==> src/hw/rtl/dssq_pkg.sv <==
package dssq_pkg;

	localparam int DEPTH_DEF = 16;
	localparam int DL_W = 32;
	localparam int ID_W = 16;
	localparam int CNT_OUT_W = 5;

	localparam logic [31:0] HALF_BIT = 32'h8000_0000;

	localparam logic [1:0] MODE_INSERT = 2'd0;
	localparam logic [1:0] MODE_POLL = 2'd1;
	localparam logic [1:0] MODE_ALL = 2'd2;

	localparam logic [1:0] ST_OK = 2'd0;
	localparam logic [1:0] ST_NONE = 2'd1;
	localparam logic [1:0] ST_FULL = 2'd2;

	typedef struct packed {
		logic eval;
		logic ins;
		logic pop;
	} dssq_ctl_t;

	function automatic logic tick_before(input logic [DL_W-1:0] a, input logic [DL_W-1:0] b);
		logic [DL_W-1:0] diff;
		diff = a - b;
		return (a != b) && ((diff & HALF_BIT) != '0);
	endfunction

endpackage

==> src/hw/rtl/dssq_cell.sv <==
module dssq_cell
	import dssq_pkg::*;
(
	input  logic            clk,
	input  dssq_ctl_t       ctl,
	input  logic            occupied,
	input  logic [DL_W-1:0] new_dl,
	input  logic [ID_W-1:0] new_id,
	input  logic            prev_hit,
	input  logic [DL_W-1:0] prev_dl,
	input  logic [ID_W-1:0] prev_id,
	input  logic [DL_W-1:0] next_dl,
	input  logic [ID_W-1:0] next_id,
	output logic [DL_W-1:0] dl,
	output logic [ID_W-1:0] id,
	output logic            hit
);

	logic [DL_W-1:0] dl_q;
	logic [ID_W-1:0] id_q;
	logic            match_q;

	assign dl = dl_q;
	assign id = id_q;
	assign hit = prev_hit | match_q;

	always_ff @(posedge clk) begin
		if (ctl.eval) begin
			match_q <= occupied ? tick_before(new_dl, dl_q) : 1'b1;
		end
		if (ctl.ins) begin
			if (prev_hit) begin
				dl_q <= prev_dl;
				id_q <= prev_id;
			end else if (match_q) begin
				dl_q <= new_dl;
				id_q <= new_id;
			end
		end else if (ctl.pop) begin
			dl_q <= next_dl;
			id_q <= next_id;
		end
	end

endmodule

==> src/hw/rtl/deadline_sorted_sleep_queue.sv <==
// Deadline-sorted sleep queue: a chain of DEPTH cells kept in wake order.
// Input channel (in_valid/in_stall) carries mode, task_id, deadline, now;
// an item is taken when in_valid is high and in_stall is low.
// Output channel (out_valid/out_stall) carries woken_id, has_task, status,
// count and last; a result is taken when out_valid is high and out_stall low.
// Insert, poll and unused mode: one result. The item is latched in S_IDLE,
// every cell compares its deadline against the new one in S_EVAL, and in
// S_EXEC the result is loaded into the output register while the chain
// shifts on an insert or a poll that removes an entry. A new item is taken
// only once the last one is done, as in_stall is high outside S_IDLE.
// Remove-all with n entries: n results, head first, as the chain shifts
// toward the head, one per cycle while not stalled; one result when empty.
// While out_stall holds a result, one more item is taken and then waits in
// its last step with in_stall high until the held result leaves.
// Reset empties the queue and clears the output register; cell contents are
// not cleared.
module deadline_sorted_sleep_queue
	import dssq_pkg::*;
#(
	parameter int DEPTH = DEPTH_DEF
) (
	input  logic                 clk,
	input  logic                 arst_n,
	input  logic                 in_valid,
	output logic                 in_stall,
	input  logic [1:0]           mode,
	input  logic [ID_W-1:0]      task_id,
	input  logic [DL_W-1:0]      deadline,
	input  logic [DL_W-1:0]      now,
	output logic                 out_valid,
	input  logic                 out_stall,
	output logic [ID_W-1:0]      woken_id,
	output logic                 has_task,
	output logic [1:0]           status,
	output logic [CNT_OUT_W-1:0] count,
	output logic                 last
);

	localparam int CW = $clog2(DEPTH + 1);

	typedef enum logic [1:0] {S_IDLE, S_EVAL, S_EXEC, S_DRAIN} state_t;

	state_t          state_q;
	logic [CW-1:0]   count_q;
	logic [1:0]      mode_q;
	logic [ID_W-1:0] id_q;
	logic [DL_W-1:0] dl_q;
	logic [DL_W-1:0] now_q;
	logic            not_due_q;
	logic            out_free;
	logic            full;
	dssq_ctl_t       ctl;

	logic [DL_W-1:0] dl_w [DEPTH];
	logic [ID_W-1:0] id_w [DEPTH];
	logic            hit_w [DEPTH];
	logic [DEPTH-1:0] occ;

	function automatic logic [CNT_OUT_W-1:0] cnt_out(input logic [CW-1:0] c);
		logic [CW+CNT_OUT_W-1:0] ext;
		ext = {{CNT_OUT_W{1'b0}}, c};
		return ext[CNT_OUT_W-1:0];
	endfunction

	assign out_free = !out_valid || !out_stall;
	assign full = (count_q == CW'(DEPTH));
	assign in_stall = (state_q != S_IDLE);

	always_comb begin
		for (int i = 0; i < DEPTH; i++) begin
			occ[i] = (CW'(i) < count_q);
		end
	end

	always_comb begin
		ctl.eval = (state_q == S_EVAL);
		ctl.ins = (state_q == S_EXEC) && out_free && (mode_q == MODE_INSERT) && !full;
		ctl.pop = ((state_q == S_EXEC) && out_free && (mode_q == MODE_POLL) &&
			(count_q != '0) && !not_due_q) ||
			((state_q == S_DRAIN) && out_free);
	end

	for (genvar i = 0; i < DEPTH; i++) begin : g_cell
		logic            p_hit;
		logic [DL_W-1:0] p_dl;
		logic [ID_W-1:0] p_id;
		logic [DL_W-1:0] n_dl;
		logic [ID_W-1:0] n_id;

		if (i == 0) begin : g_head
			assign p_hit = 1'b0;
			assign p_dl = dl_w[0];
			assign p_id = id_w[0];
		end else begin : g_mid
			assign p_hit = hit_w[i-1];
			assign p_dl = dl_w[i-1];
			assign p_id = id_w[i-1];
		end

		if (i == DEPTH - 1) begin : g_tail
			assign n_dl = dl_w[i];
			assign n_id = id_w[i];
		end else begin : g_body
			assign n_dl = dl_w[i+1];
			assign n_id = id_w[i+1];
		end

		dssq_cell u_cell (
			.clk      (clk),
			.ctl      (ctl),
			.occupied (occ[i]),
			.new_dl   (dl_q),
			.new_id   (id_q),
			.prev_hit (p_hit),
			.prev_dl  (p_dl),
			.prev_id  (p_id),
			.next_dl  (n_dl),
			.next_id  (n_id),
			.dl       (dl_w[i]),
			.id       (id_w[i]),
			.hit      (hit_w[i])
		);
	end

	always_ff @(posedge clk) begin
		if (state_q == S_IDLE && in_valid) begin
			mode_q <= mode;
			id_q <= task_id;
			dl_q <= deadline;
			now_q <= now;
		end
		if (state_q == S_EVAL) begin
			not_due_q <= tick_before(now_q, dl_w[0]);
		end
	end

	always_ff @(posedge clk or negedge arst_n) begin
		if (!arst_n) begin
			state_q <= S_IDLE;
			count_q <= '0;
			out_valid <= 1'b0;
			woken_id <= '0;
			has_task <= 1'b0;
			status <= ST_NONE;
			count <= '0;
			last <= 1'b0;
		end else begin
			if (out_valid && !out_stall) begin
				out_valid <= 1'b0;
			end
			unique case (state_q)
				S_IDLE: begin
					if (in_valid) begin
						state_q <= S_EVAL;
					end
				end
				S_EVAL: begin
					state_q <= S_EXEC;
				end
				S_EXEC: begin
					if (out_free) begin
						out_valid <= 1'b1;
						woken_id <= '0;
						has_task <= 1'b0;
						last <= 1'b1;
						status <= ST_NONE;
						count <= cnt_out(count_q);
						state_q <= S_IDLE;
						case (mode_q)
							MODE_INSERT: begin
								if (full) begin
									status <= ST_FULL;
								end else begin
									status <= ST_OK;
									count_q <= count_q + CW'(1);
									count <= cnt_out(count_q + CW'(1));
								end
							end
							MODE_POLL: begin
								if (count_q != '0 && !not_due_q) begin
									status <= ST_OK;
									woken_id <= id_w[0];
									has_task <= 1'b1;
									count_q <= count_q - CW'(1);
									count <= cnt_out(count_q - CW'(1));
								end
							end
							MODE_ALL: begin
								if (count_q != '0) begin
									out_valid <= 1'b0;
									state_q <= S_DRAIN;
								end
							end
							default: begin
							end
						endcase
					end
				end
				S_DRAIN: begin
					if (out_free) begin
						out_valid <= 1'b1;
						woken_id <= id_w[0];
						has_task <= 1'b1;
						status <= ST_OK;
						count <= '0;
						last <= (count_q == CW'(1));
						count_q <= count_q - CW'(1);
						if (count_q == CW'(1)) begin
							state_q <= S_IDLE;
						end
					end
				end
				default: begin
					state_q <= S_IDLE;
				end
			endcase
		end
	end

endmodule
==> config.mk <==
export PLATFORM = sky130hd
export DESIGN_NAME = deadline_sorted_sleep_queue
export DESIGN_NICKNAME = d
export VERILOG_FILES = /design/src/hw/rtl/dssq_pkg.sv /design/src/hw/rtl/dssq_cell.sv /design/src/hw/rtl/deadline_sorted_sleep_queue.sv
export SDC_FILE = /design/constraint.sdc
export NUM_CORES = 2
export LEC_CHECK = 0
export BUFFER_PORTS_ARGS = -buffer_cell sky130_fd_sc_hd__buf_4
export CORE_MARGIN = 2
export CORE_UTILIZATION = 45
export DETAILED_ROUTE_END_ITERATION = 8
export PLACE_DENSITY = 0.65
export SLEW_MARGIN = 25
export SYNTH_ARGS = -nofsm -noshare
export SYNTH_HDL_FRONTEND = slang
export SYNTH_SLANG_ARGS = --single-unit
==> constraint.sdc <==
create_clock -name clk -period 5.5 [get_ports clk]
set_input_delay 0.275 -clock clk [delete_from_list [all_inputs] [get_ports clk]]
set_output_delay 0.275 -clock clk [all_outputs]
set_load 0.05 [all_outputs]
==> qor.yml <==
vdd_drop_max_mv: 0.475
reg2reg_setup_slack_ns: 1.37
r2r-start: "count_q[0]$_DFFE_PN0P_"
start_util_pct: 45.4
numCtsBuffers: 104
layout-drive-gt1-share_pct: 7.29
hold_slack_ns: 0.232
path_cells: "inv_1, ha_1, nor3b_1, and2_1, o31ai_1, o21ai_4, buf_4, a31oi_4, buf_4"
maxUsedRoutingLayer: "met5"
synth_nets: 6253
synth_cells: 5637
grt_max_degree: 246
period_needed_ns: 4.13
place_ws_ns: 1.46
cp-start-kind: "register"
grt_usage_pct: 25.8
synth_top_flop_cell: "edfxtp_1"
io_pins: 113
ys_ff_latch: 900
nFillCells: 11200
clock.fmax_mhz: 242
netlist.area_leader.share_pct: 46.4
area_delta_synth_final_pct: 12.9
routed_via_density: 5.87
critPathKind: "register to register"
multi_input_area_um2: 26400
grt_overflow_total: 0
p_per_area_nw_per_um2: 512
final_max_slew_viol_count: 0
gp_congestion: 0.896
dieArea_um2: 127000
arrival_ns: 4.52
critPathSlowestCell: "a31oi_4"
layout.area.seq_um2: 26900
chipHeight_um: 357
die_x_um: 357
hold_class: "input pin to register"
hold_viol_final: 0
final_nets: 6349
r2r_cells: 9
grt_pass1_vias: 43100
dr_wl_met2_um: 74600
row_count: 129
antenna_cells: 0
cpPeakStageDelay_ns: 0.70
synth-xor-area-share_pct: 0.344
grt_pass1_wl_um: 255000
clock_skew_ns: 0.0713
yosysTopAreaCell: "edfxtp_1"
setup_viol: 0
min_period_over_period_pct: 75.2
critical_path.startpoint: "count_q[0]$_DFFE_PN0P_"
synth_mux_area_share_pct: 9.79
wl_met3_um: 12900
endpoint: "g_cell[5].u_cell.id[4]$_DFFE_PP_"
drc: 0
rsz0062_at_grt: "no"
critPathTopFamily: "compound AO/OA/AOI/OAI gates"
met1_length_um: 72300
worstPathBufferInverterCount: 3
antenna_found_initial: 3
syn-cell-area_um2: 56100
synth_compound_area_share_pct: 13.1
drt-initial-drc-count: 4440
critical_path_depth: 9
synth-simple-area-share_pct: 11.5
leakage_nw: 27.1
finalWorstSetupSlack_ns: 1.37
clk_pin_slew_worst_paths_ns: 0.06
tightest_slew_ns: 1.17
r2r_end: "g_cell[5].u_cell.id[4]$_DFFE_PP_"
clock_sinks: 900
wl_per_cell_um: 22.3
route.vias.total: 43800
crit_top_cell: "buf_4"
place_area_um2: 59100
core-area_um2: 124000
cts_tree: "done"
synthAdderAreaFrac_pct: 11.8
cp.required_ns: 5.88
yosysMostFrequentCell: "nand2_1"
synth.avg_cell_area_um2: 9.95
cts_root_buffer: "clkbuf_16"
synth_top_family_by_area: "compound AO/OA/AOI/OAI gates"
clk_latency_ns: 0.77
synth_async_sr_flop_share_pct: 3.67
htree_num_levels: 3
total_power_mw: 32.4
synth_edf_count: 867
status: "completed"
dr.pass1.iters: 6
path_max_fanout: 26
synth_common_cells: "1041 x nand2_1, 867 x edfxtp_1, 606 x o21ai_1, 530 x ha_1, 528 x mux2i_1"
design_area_um2: 63300
ant_nets: 0
maxCapViolations: 0
routed_wl_um: 167000
finalSetupTns_ns: 0
end_kind: "register"
dp_hpwl_um: 119000
max_slew_margin_pct: 21.2
synth_cell_types: 69
ys_seq_area_share_pct: 47.9
port_buffers: 112
cts_buffer_depth: 3
synth.area.top_cells: "edfxtp_1 46%, ha_1 12%, mux2i_1 9.4%, nand2_1 7.0%, o21ai_1 5.4%"
synth_warnings: 0
## placed cells by master (no fill, tap or decap), drive strengths merged, types with 9 or more instances in the layout
cell	n
nand2	1041
edfxtp	867
o21ai	674
ha	530
mux2i	528
inv	509
nor2	232
buf	226
a21oi	186
a31oi	160
clkbuf	125
dlygate4sd3	87
nand4	81
nand3	66
a21o	60
clkinv	54
a211oi	33
dfrtp	32
a22o	26
nor4	20
mux2	18
nor3	18
o211ai	17
o21a	15
nor2b	15
xor2	14
and4	13
o31ai	11
a2111oi	10
a211o	10
o21bai	10
and3	9
a221oi	9
o41ai	9
nand2b	9
or3	9
## worst min path at each step
stage / start / to / slack (ns) / depth (start not counted)
floorplan: arst_n / count[0]$_DFFE_PN0P_ / -0.02 / 0
global placement: arst_n / woken_id[10]$_DFFE_PN0P_ / 0.27 / 1
detailed placement: arst_n / woken_id[10]$_DFFE_PN0P_ / 0.27 / 1
CTS: task_id[3] / id_q[3]$_DFFE_PP_ / 0.19 / 2
global route: task_id[6] / id_q[6]$_DFFE_PP_ / 0.21 / 2
finish: task_id[7] / id_q[7]$_DFFE_PP_ / 0.23 / 2
## final cells by class
cell class,instances,share of cell area (%)
Clock buffer,125,4.37
Clock inverter,65,0.956
Inverter,506,3.00
Multi-Input combinational cell,3908,41.7
Sequential cell,900,42.4
Tap cell,1637,3.23
Timing Repair Buffer,313,4.29
## state kept, by name, summed over array words and instances, names as in the netlist, 5 cells and up
name                   count
count                      5
count_q                    5
dl_q                      32
g_cell.u_cell.dl         512
g_cell.u_cell.id         256
g_cell.u_cell.match_q     16
id_q                      16
now_q                     32
woken_id                  16
## metrics by stage
stage	utilization, %	instances
after detailed placement	47.8	7177
after global routing	51.2	7454
after CTS	51.2	7454
after floorplan	-	5637
after global placement	47.8	7176
final	51.2	7454
## where the power goes
part           leakage, nW  internal (mW)  switching [mW]
clock network         1.64           3.89            3.07
registers             8.49           11.2            2.24
logic                 17.0           4.29            7.71
total                 27.1           19.4            13.0
## worst register-to-register path, cell delays in order (launching register included)
cell	delay [ns]
dfrtp_1	0.44
inv_1	0.17
ha_1	0.29
nor3b_1	0.16
and2_1	0.27
o31ai_1	0.50
o21ai_4	0.38
buf_4	0.33
a31oi_4	0.70
buf_4	0.51
## cells by family after synthesis
| logic type | after synthesis |
|---|---|
| compound gates | 1270 |
| simple gates | 1540 |
| mux | 546 |
| buf+inv | 829 |
| fa+ha+maj | 530 |
| flops | 900 |
| xor+xnor | 22 |
## per-layer routing
| metal | track usage [%] | vias up |
|---|---|---|
| met3 | 4.84 | 313 |
| met1 | 35.3 | 21400 |
| met5 | 0 | - |
| met2 | 40.6 | 1550 |
| met4 | 10.2 | 6 |
| li1 | - | 20500 |
## what timing repair did
item | in CTS | in global routing
hold buffers | 87 | 0
endpoints found under the hold margin | 118 | 0
gates resized for setup | 0 | 0
setup buffers | 0 | 0
Power figures use the tool's default switching activity.
